### src/csu_pkg.sv
// ----------------------------------------------------------------------------
// csu_pkg
// Shared types, codes and defaults of the counting semaphore unit.
// ----------------------------------------------------------------------------
package csu_pkg;

  localparam int NUM_SEMS_DEF   = 16;
  localparam int WAIT_DEPTH_DEF = 16;
  localparam int COUNT_MAX_DEF  = 255;

  localparam int CMD_W     = 2;
  localparam int SEM_IDX_W = 4;
  localparam int PID_W     = 4;
  localparam int S_DATA_W  = 8;
  localparam int M_DATA_W  = 16;

  typedef enum logic [CMD_W-1:0] {
    CMD_REQUEST = 2'd0,
    CMD_WAIT    = 2'd1,
    CMD_POST    = 2'd2
  } cmd_e;

  // controller to datapath
  typedef struct packed {
    logic accept;    // capture item, read semaphore table
    logic exec;      // commit table update and load result
    logic wake_rd;   // commit dequeue, read wait store
    logic wake_out;  // load woken pid as result
  } ctrl_t;

  // datapath to controller
  typedef struct packed {
    logic wake;      // post that releases a waiter
    logic out_busy;  // result register full and stalled
  } stat_t;

endpackage

### src/csu_ctrl.sv
// ----------------------------------------------------------------------------
// csu_ctrl
// Sequencer of the semaphore unit: accept, execute, optional wait-store read.
// ----------------------------------------------------------------------------
module csu_ctrl import csu_pkg::*; (
  input  logic  clk_i,
  input  logic  rst_ni,
  input  logic  s_axis_tvalid,
  output logic  s_axis_tready,
  input  stat_t stat_i,
  output ctrl_t ctrl_o
);

  localparam logic [1:0] ST_IDLE = 2'd0;
  localparam logic [1:0] ST_EXEC = 2'd1;
  localparam logic [1:0] ST_WAKE = 2'd2;

  logic [1:0] state_q, state_d;

  always_comb begin
    state_d       = state_q;
    ctrl_o        = '0;
    s_axis_tready = 1'b0;
    case (state_q)
      ST_IDLE: begin
        s_axis_tready = 1'b1;
        if (s_axis_tvalid) begin
          ctrl_o.accept = 1'b1;
          state_d       = ST_EXEC;
        end
      end
      ST_EXEC: begin
        if (stat_i.wake) begin
          ctrl_o.wake_rd = 1'b1;
          state_d        = ST_WAKE;
        end else if (!stat_i.out_busy) begin
          ctrl_o.exec = 1'b1;
          state_d     = ST_IDLE;
        end
      end
      ST_WAKE: begin
        if (!stat_i.out_busy) begin
          ctrl_o.wake_out = 1'b1;
          state_d         = ST_IDLE;
        end
      end
      default: begin
        state_d = ST_IDLE;
      end
    endcase
  end

  always_ff @(posedge clk_i or negedge rst_ni) begin
    if (!rst_ni) begin
      state_q <= ST_IDLE;
    end else begin
      state_q <= state_d;
    end
  end

endmodule

### src/csu_datapath.sv
// ----------------------------------------------------------------------------
// csu_datapath
// Free-list counter, semaphore table, wait store and result register.
// ----------------------------------------------------------------------------
module csu_datapath import csu_pkg::*; #(
  parameter int NUM_SEMS   = NUM_SEMS_DEF,
  parameter int WAIT_DEPTH = WAIT_DEPTH_DEF,
  parameter int COUNT_MAX  = COUNT_MAX_DEF
) (
  input  logic                 clk_i,
  input  logic                 rst_ni,
  input  ctrl_t                ctrl_i,
  output stat_t                stat_o,
  input  logic [S_DATA_W-1:0]  s_axis_tdata,
  input  logic [CMD_W-1:0]     s_axis_tuser,
  output logic                 m_axis_tvalid,
  input  logic                 m_axis_tready,
  output logic [M_DATA_W-1:0]  m_axis_tdata
);

  localparam int SEM_W    = $clog2(NUM_SEMS);
  localparam int FCNT_W   = $clog2(NUM_SEMS + 1);
  localparam int CNT_W    = $clog2(COUNT_MAX + 1);
  localparam int HEAD_W   = $clog2(WAIT_DEPTH);
  localparam int SIZE_W   = $clog2(WAIT_DEPTH + 1);
  localparam int SUM_W    = SIZE_W + 1;
  localparam int ST_DEPTH = NUM_SEMS * WAIT_DEPTH;
  localparam int ST_AW    = $clog2(ST_DEPTH);

  // semaphore table and wait store
  logic [CNT_W-1:0]  cnt_mem [NUM_SEMS];
  logic [HEAD_W-1:0] hd_mem  [NUM_SEMS];
  logic [SIZE_W-1:0] sz_mem  [NUM_SEMS];
  logic [PID_W-1:0]  st_mem  [ST_DEPTH];
  logic [NUM_SEMS-1:0] vld_q;

  cmd_e                 cmd_q;
  logic [SEM_IDX_W-1:0] sem_q;
  logic [PID_W-1:0]     pid_q;
  logic [CNT_W-1:0]     cnt_rd_q;
  logic [HEAD_W-1:0]    hd_rd_q;
  logic [SIZE_W-1:0]    sz_rd_q;
  logic                 vld_rd_q;
  logic [PID_W-1:0]     st_rd_q;
  logic [SEM_W-1:0]     free_head_q;
  logic [FCNT_W-1:0]    free_cnt_q;

  logic                 out_valid_q;
  logic                 grant_valid_q, caller_blocked_q, woken_valid_q, fault_q;
  logic [SEM_IDX_W-1:0] granted_sem_q;
  logic [PID_W-1:0]     woken_pid_q;

  logic [SEM_W-1:0]     rd_idx;
  logic [SEM_W-1:0]     sem_idx;
  logic                 sem_ok;
  logic                 has_free;
  logic [CNT_W-1:0]     cnt;
  logic [HEAD_W-1:0]    hd;
  logic [SIZE_W-1:0]    sz;
  logic [CNT_W-1:0]     cnt_d;
  logic [HEAD_W-1:0]    hd_d;
  logic [SIZE_W-1:0]    sz_d;
  logic                 tab_we;
  logic                 st_we;
  logic                 do_grant;
  logic                 res_blocked;
  logic                 res_fault;
  logic [SUM_W-1:0]     slot_sum;
  logic [SUM_W-1:0]     slot_wrap;
  logic [HEAD_W-1:0]    slot;
  logic [ST_AW-1:0]     st_base;
  logic [ST_AW-1:0]     st_wr_addr;
  logic [ST_AW-1:0]     st_rd_addr;

  assign rd_idx   = SEM_W'(s_axis_tdata[SEM_IDX_W-1:0]);
  assign sem_idx  = SEM_W'(sem_q);
  assign sem_ok   = int'(sem_q) < NUM_SEMS;
  assign has_free = free_cnt_q != '0;

  assign cnt = vld_rd_q ? cnt_rd_q : '0;
  assign hd  = vld_rd_q ? hd_rd_q  : '0;
  assign sz  = vld_rd_q ? sz_rd_q  : '0;

  assign slot_sum   = SUM_W'(hd) + SUM_W'(sz);
  assign slot_wrap  = (slot_sum >= SUM_W'(WAIT_DEPTH)) ? slot_sum - SUM_W'(WAIT_DEPTH)
                                                       : slot_sum;
  assign slot       = slot_wrap[HEAD_W-1:0];
  assign st_base    = ST_AW'(sem_idx) * ST_AW'(WAIT_DEPTH);
  assign st_wr_addr = st_base + ST_AW'(slot);
  assign st_rd_addr = st_base + ST_AW'(hd);

  always_comb begin
    cnt_d           = cnt;
    hd_d            = hd;
    sz_d            = sz;
    tab_we          = 1'b0;
    st_we           = 1'b0;
    do_grant        = 1'b0;
    res_blocked     = 1'b0;
    res_fault       = 1'b0;
    stat_o.wake     = 1'b0;
    stat_o.out_busy = out_valid_q && !m_axis_tready;
    case (cmd_q)
      CMD_REQUEST: begin
        do_grant = has_free;
      end
      CMD_WAIT: begin
        if (sem_ok) begin
          tab_we = 1'b1;
          if (cnt != '0) begin
            cnt_d = cnt - CNT_W'(1);
          end else if (sz < SIZE_W'(WAIT_DEPTH)) begin
            sz_d        = sz + SIZE_W'(1);
            st_we       = 1'b1;
            res_blocked = 1'b1;
          end else begin
            res_fault = 1'b1;
          end
        end
      end
      CMD_POST: begin
        if (sem_ok) begin
          tab_we = 1'b1;
          if (sz == '0) begin
            if (cnt < CNT_W'(COUNT_MAX)) begin
              cnt_d = cnt + CNT_W'(1);
            end else begin
              res_fault = 1'b1;
            end
          end else begin
            stat_o.wake = 1'b1;
            sz_d        = sz - SIZE_W'(1);
            hd_d        = (hd == HEAD_W'(WAIT_DEPTH - 1)) ? '0 : hd + HEAD_W'(1);
          end
        end
      end
      default: begin
        tab_we = 1'b0;
      end
    endcase
  end

  // capture item and read table
  always_ff @(posedge clk_i) begin
    if (ctrl_i.accept) begin
      cmd_q    <= cmd_e'(s_axis_tuser);
      sem_q    <= s_axis_tdata[SEM_IDX_W-1:0];
      pid_q    <= s_axis_tdata[SEM_IDX_W +: PID_W];
      cnt_rd_q <= cnt_mem[rd_idx];
      hd_rd_q  <= hd_mem[rd_idx];
      sz_rd_q  <= sz_mem[rd_idx];
      vld_rd_q <= vld_q[rd_idx];
    end
  end

  always_ff @(posedge clk_i) begin
    if ((ctrl_i.exec || ctrl_i.wake_rd) && tab_we) begin
      cnt_mem[sem_idx] <= cnt_d;
      hd_mem[sem_idx]  <= hd_d;
      sz_mem[sem_idx]  <= sz_d;
    end
  end

  always_ff @(posedge clk_i) begin
    if (ctrl_i.exec && st_we) begin
      st_mem[st_wr_addr] <= pid_q;
    end
    if (ctrl_i.wake_rd) begin
      st_rd_q <= st_mem[st_rd_addr];
    end
  end

  // valid bits and free list
  always_ff @(posedge clk_i or negedge rst_ni) begin
    if (!rst_ni) begin
      vld_q       <= '0;
      free_head_q <= '0;
      free_cnt_q  <= FCNT_W'(NUM_SEMS);
    end else if (ctrl_i.exec || ctrl_i.wake_rd) begin
      if (tab_we) begin
        vld_q[sem_idx] <= 1'b1;
      end
      if (do_grant) begin
        vld_q[free_head_q] <= 1'b0;
        free_head_q <= (free_head_q == SEM_W'(NUM_SEMS - 1)) ? '0
                                                             : free_head_q + SEM_W'(1);
        free_cnt_q  <= free_cnt_q - FCNT_W'(1);
      end
    end
  end

  // result register
  always_ff @(posedge clk_i or negedge rst_ni) begin
    if (!rst_ni) begin
      out_valid_q <= 1'b0;
    end else if (ctrl_i.exec || ctrl_i.wake_out) begin
      out_valid_q <= 1'b1;
    end else if (m_axis_tready) begin
      out_valid_q <= 1'b0;
    end
  end

  always_ff @(posedge clk_i) begin
    if (ctrl_i.exec) begin
      grant_valid_q    <= do_grant;
      granted_sem_q    <= do_grant ? SEM_IDX_W'(free_head_q) : '0;
      caller_blocked_q <= res_blocked;
      woken_valid_q    <= 1'b0;
      woken_pid_q      <= '0;
      fault_q          <= res_fault;
    end else if (ctrl_i.wake_out) begin
      grant_valid_q    <= 1'b0;
      granted_sem_q    <= '0;
      caller_blocked_q <= 1'b0;
      woken_valid_q    <= 1'b1;
      woken_pid_q      <= st_rd_q;
      fault_q          <= 1'b0;
    end
  end

  assign m_axis_tvalid = out_valid_q;
  assign m_axis_tdata  = {4'b0, fault_q, woken_pid_q, woken_valid_q, caller_blocked_q,
                          granted_sem_q, grant_valid_q};

endmodule

### src/counting_semaphore_unit.sv
// ----------------------------------------------------------------------------
// counting_semaphore_unit
// Pool of counting semaphores with per-semaphore FIFO wait queues.
// ----------------------------------------------------------------------------
// Each accepted item is a request, wait or post and yields one result item.
// It reads the semaphore table memory, then updates it and loads the result
// register. A post that releases a waiter reads the wait store with the
// update, then loads the result. One item is in work at a time; the next is
// accepted in the cycle after the result is loaded, while the result
// register may still hold it. No clearing pass is needed after reset.
module counting_semaphore_unit import csu_pkg::*; #(
  parameter int NUM_SEMS   = NUM_SEMS_DEF,
  parameter int WAIT_DEPTH = WAIT_DEPTH_DEF,
  parameter int COUNT_MAX  = COUNT_MAX_DEF
) (
  input  logic                clk_i,
  input  logic                rst_ni,
  input  logic                s_axis_tvalid,
  output logic                s_axis_tready,
  input  logic [S_DATA_W-1:0] s_axis_tdata,   // sem_index[3:0], caller_pid[7:4]
  input  logic [CMD_W-1:0]    s_axis_tuser,   // cmd[1:0]
  output logic                m_axis_tvalid,
  input  logic                m_axis_tready,
  output logic [M_DATA_W-1:0] m_axis_tdata    // grant_valid[0], granted_sem[4:1],
                                              // caller_blocked[5], woken_valid[6],
                                              // woken_pid[10:7], fault[11]
);

  ctrl_t ctrl;
  stat_t stat;

  csu_ctrl u_ctrl (
    .clk_i         (clk_i),
    .rst_ni        (rst_ni),
    .s_axis_tvalid (s_axis_tvalid),
    .s_axis_tready (s_axis_tready),
    .stat_i        (stat),
    .ctrl_o        (ctrl)
  );

  csu_datapath #(
    .NUM_SEMS   (NUM_SEMS),
    .WAIT_DEPTH (WAIT_DEPTH),
    .COUNT_MAX  (COUNT_MAX)
  ) u_datapath (
    .clk_i         (clk_i),
    .rst_ni        (rst_ni),
    .ctrl_i        (ctrl),
    .stat_o        (stat),
    .s_axis_tdata  (s_axis_tdata),
    .s_axis_tuser  (s_axis_tuser),
    .m_axis_tvalid (m_axis_tvalid),
    .m_axis_tready (m_axis_tready),
    .m_axis_tdata  (m_axis_tdata)
  );

  a_one_in_work: assert property (@(posedge clk_i) disable iff (!rst_ni)
    (s_axis_tvalid && s_axis_tready) |=> !s_axis_tready)
    else $error("item accepted while another is in work");

  a_ctrl_exclusive: assert property (@(posedge clk_i) disable iff (!rst_ni)
    $onehot0({ctrl.accept, ctrl.exec, ctrl.wake_rd, ctrl.wake_out}))
    else $error("overlapping controller commands");

  a_no_overwrite: assert property (@(posedge clk_i) disable iff (!rst_ni)
    (ctrl.exec || ctrl.wake_out) |-> !(m_axis_tvalid && !m_axis_tready))
    else $error("result loaded over a stalled result");

  a_wake_result: assert property (@(posedge clk_i) disable iff (!rst_ni)
    ctrl.wake_out |=> (m_axis_tvalid && m_axis_tdata[6]))
    else $error("wake did not produce a woken result");

endmodule

### config.mk
export PLATFORM = sky130hd
export DESIGN_NAME = counting_semaphore_unit
export DESIGN_NICKNAME = d
export VERILOG_FILES = /design/src/csu_pkg.sv /design/src/csu_ctrl.sv /design/src/csu_datapath.sv /design/src/counting_semaphore_unit.sv
export SDC_FILE = /design/constraint.sdc
export NUM_CORES = 2
export LEC_CHECK = 0
export BUFFER_PORTS_ARGS = -buffer_cell sky130_fd_sc_hd__buf_4
export CORE_UTILIZATION = 25
export CTS_CLUSTER_SIZE = 24
export DETAILED_ROUTE_END_ITERATION = 7
export GPL_TIMING_DRIVEN = 0
export PLACE_DENSITY = 0.39
export SETUP_SLACK_MARGIN = 0.5
export SKIP_LAST_GASP = 1
export SYNTH_ARGS = -nofsm -noshare
export SYNTH_HDL_FRONTEND = slang
export SYNTH_SLANG_ARGS = --single-unit
### constraint.sdc
create_clock -name clk_i -period 4.8 [get_ports clk_i]
set_clock_uncertainty 0.2 [all_clocks]
set_input_delay 0.96 -clock clk_i [delete_from_list [all_inputs] [get_ports clk_i]]
set_output_delay 0.96 -clock clk_i [all_outputs]
set_load 0.02 [all_outputs]
==> metrics.md <==
| Metric | Value |
|---|---|
| Crit-path slowest cell | `clkbuf_2` |
| Critical path arrival | `between 4000 and 5000 ps` |
| IO buf count | `27` |
| Vias in the first global route | `around 37000` |
| Layout area overhead | `28.0%` |
| Slew Viols, Final | `6` |
| Share of Yosys cell area claimed by the top area cell type | `a little under three quarters` |
| Slew @ Worst Pin | `between 1500 and 2000 ps` |
| # fillers | `between 20000 and 25000` |
| Drt first pass iters | `6` |
| Dominant cells by area after synthesis | `edfxtp_1, mux4_2, nand2_1` |
| #FFs+latches synth | `approximately 1400` |
| CTS buffer count | `around 150` |
| CTS Buffer Depth | `3` |
| Fin nets | `around 4000` |
| Status | `finished with violations` |
| Unrepaired setup endpoints after global routing | `yes` |
| Crit-path max FO | `10` |
| Num rows | `roughly 170` |
| Largest net degree at the start of global routing | `29` |
| Number of synthesized flops with an enable pin | `approximately 1300` |
| Post-layout util | `32.2%` |
| WP buf/inv | `3` |
| Layout cells sized above 1 | `28.9%` |
| Synth cell types | `87` |
| CP Class | `reg -> reg` |
| RePlAce Congestion | `0.976` |
| H-tree depth | `4` |
| I/O pin count | `32` |
| CTS Sinks | `between 1000 and 1500` |
| Synth area leader | `edfxtp_1` |
| Hold Path Class | `in -> reg` |
| Mapped Area | `56500 um2` |
| Initial Util | `25.1%` |
| CP dominant cell by count | `clkbuf_2` |
| Via/cell ratio | `roughly 5.4` |
| Final Cycle Share | `between 90% and 100%` |
| Pwr per Cell Area | `~480 nW/um2` |
| Maximum vdd drop | `403 uV` |
| # DRC | `0` |
| CTS root buffer | `clkbuf_16` |
| Post-DP Area | `between 60000 and 70000 um2` |
| Fin. Hold Viols | `0` |
| Die area | `approximately 230000 um2` |
| Mean Syn Cell Area | `15.2 um2` |
| Async SR Flop Fraction | `2.05%` |
| Type of origin of the critical path | `flip-flop` |
| CP required | `4990 ps` |
| Clock-pin transition on the worst setup and hold timing paths | `about 60 ps` |
| Number of synthesis warnings | `0` |
| CP top delay family | `buffers and inverters` |
| Final instance area | `~72000 um2` |
| Routed length per instance | `38.2 um` |
| MaxCap Viol Count | `1` |
| Worst-skew pair later-pin latency | `~820 ps` |
| Sequential fraction of the synthesis area | `slightly above 70%` |
| Mapped Cells | `about 3700` |
| Main synth FF type | `edfxtp_1` |
| DR vias | `just under 40000` |
| Final HPWL DP | `183000 um` |
| Die width | `around 480 um` |
| Antenna Nets Post-Route | `0` |
| Crit path time final | `4610 ps` |
| Total gr overflow | `0` |
| Total wire length | `about 280000 um` |
| Iter 0 DRT Violations | `approximately 5800` |
| CTS tree | `yes` |
| Fmax | `roughly 220 MHz` |
| Final Setup Violations | `0` |
| Tot GR Track Use | `a little under a quarter` |
| Core box area | `between 200000 and 250000 um2` |
| CP Cell Sequence | `clkbuf_2 > clkbuf_2 > clkbuf_2 > o21ai_0 > a211oi_2 > a311o_1 > nand4_1` |
| First-pass GRT wire length | `about 360000 um` |
| Die Ht | `477 um` |
| CP Capture Type | `flip-flop` |
| CP max stage delay | `between 800 and 900 ps` |
| P_leak | `0.0230 uW` |
| Initial antenna violation count | `23` |
| Slew margin rel. | `-3.01%` |
| Failing checks | `max-capacitance violations, max-slew violations` |
==> where the power goes <==
group | internal, uW | switching [uW] | leakage, uW
Combinational | 2440 | 6430 | 0.00821
Clock | 6640 | 5090 | 0.00236
Sequential | 13700 | 162 | 0.0124
==> placed cells by master (no fill, tap or decap), types with 21 or more instances in the layout <==
cell type,synthesis,routed
dfrtp_1,27,27
clkbuf_2,1,25
nor3_1,42,30
buf_12,0,63
nand2_1,408,382
mux4_2,100,100
buf_4,43,142
clkinv_1,0,32
clkbuf_1,86,64
a311oi_1,33,30
a211oi_1,96,89
clkbuf_16,0,173
a221oi_1,32,32
buf_2,91,21
buf_8,0,23
a31oi_1,56,51
a21oi_1,144,139
nor2b_1,65,63
nor2_2,0,67
a32oi_1,24,24
clkinv_2,0,22
mux2_2,79,79
edfxtp_1,1335,1335
nor2_4,1,185
nand3_1,76,67
buf_6,15,45
o21ai_0,106,99
and3_1,31,30
mux2i_1,147,136
buf_16,0,67
nor2_1,326,75
==> area by class of cell <==
type	count	area, um2	share of cell area, %
multi-input combinational	2067	16700	23.1
antenna	3	7.51	0.0104
sequential	1368	40900	56.6
timing repair buffer	206	3310	4.57
clock inverter	72	621	0.859
buffer	259	2720	3.76
inverter	24	93.8	0.130
clock buffer	201	4210	5.82
tap	2992	3740	5.18
==> layer usage <==
layer	vias up	GRT usage, %	wire [um]
met5	-	0	35
met4	6	10.9	16000
met3	594	5.03	24800
met2	2331	36.1	122000
met1	20600	31.4	113000
li1	15300	-	-
==> cells in the mapped netlist (all sizes together) (18+ instances only) <==
library cell / instances
edfxtp: 1335
nand2: 414
nor2: 327
buf: 172
mux2i: 147
a21oi: 145
o21ai: 111
mux4: 100
a211oi: 97
clkbuf: 87
mux2: 81
nand3: 78
nor2b: 65
a31oi: 56
nor3: 43
a311oi: 33
a221oi: 32
and3: 31
dfrtp: 27
a32oi: 24
inv: 24
o221ai: 22
nand2b: 18
o22ai: 18
==> kinds of logic (layout without fill, tap and decap cells) <==
family | after synthesis | in the layout | share of synthesized area [%]
multiplexers | 328 | 328 | 8.21
adder cells (fa/ha/maj) | 18 | 18 | 0.392
flip-flops | 1368 | 1368 | 72.4
AND/OR/NAND/NOR | 1044 | 1044 | 8.18
buffers and inverters | 283 | 762 | 2.57
XOR/XNOR | 13 | 13 | 0.202
AO/OA/AOI/OAI | 660 | 660 | 8.04
other | 1 | 7 | 0.00664
==> through the flow <==
step	hold slack, ps	total power (uW)	setup TNS, ps	setup WS [ps]	std cells
after floorplan	242	17200	-6770	-198	3718
after global placement	261	21200	-9197280	-6680	6737
after detailed placement	264	21400	-4378790	-3530	6810
after CTS	74.0	34000	0	422	7158
after global routing	89.2	34900	0	451	7191
final	124	34500	0	188	7192
==> timing repair <==
item	in CTS	in global routing
hold endpoints to repair	27	0
resized for setup	924	98
setup buffers	65	24
setup endpoints to repair	1623	1085
gates cloned	9	7
pin swaps	42	32
hold buffers	1	0
==> worst reg2reg max path: stages (launching register included) <==
cell and delay, ps:
edfxtp_1 320, clkbuf_2 450, clkbuf_2 650, clkbuf_2 840, o21ai_0 550, a211oi_2 560, a311o_1 210, nand4_1 420
==> sequential cells by signal, indices dropped and copies added, names as in the netlist, 2 cells and up <==
name	count
u_datapath.free_head_q	4
u_datapath.st_rd_q	4
u_datapath.vld_q	16
u_datapath.hd_mem	64
u_datapath.granted_sem_q	4
u_ctrl.state_q	2
u_datapath.pid_q	4
u_datapath.sz_rd_q	5
u_datapath.free_cnt_q	5
u_datapath.sem_idx	4
u_datapath.st_mem	1024
u_datapath.hd_rd_q	4
u_datapath.cnt_mem	128
u_datapath.cmd_q	2
u_datapath.sz_mem	80
u_datapath.woken_pid_q	4
u_datapath.cnt_rd_q	8
==> path summary, 6_finish.rpt <==
| path | slack, ps | cells past startpoint | from | end |
|---|---|---|---|---|
| min in group asynchronous | 420 | 2 | rst_ni | u_datapath.m_axis_tvalid |
| min | 120 | 1 | s_axis_tdata[5] | u_datapath.pid_q[1] |
| min reg2reg | 270 | 2 | u_datapath.woken_valid_q | u_datapath.woken_valid_q |
| max reg2reg | 190 | 7 | u_datapath.sem_idx[1] | u_datapath.st_rd_q[2] |
| max | 190 | 7 | u_datapath.sem_idx[1] | u_datapath.st_rd_q[2] |
| max in group asynchronous | 3660 | 2 | rst_ni | u_datapath.free_cnt_q[4] |
Note: power is estimated with default switching activity, not from simulation.
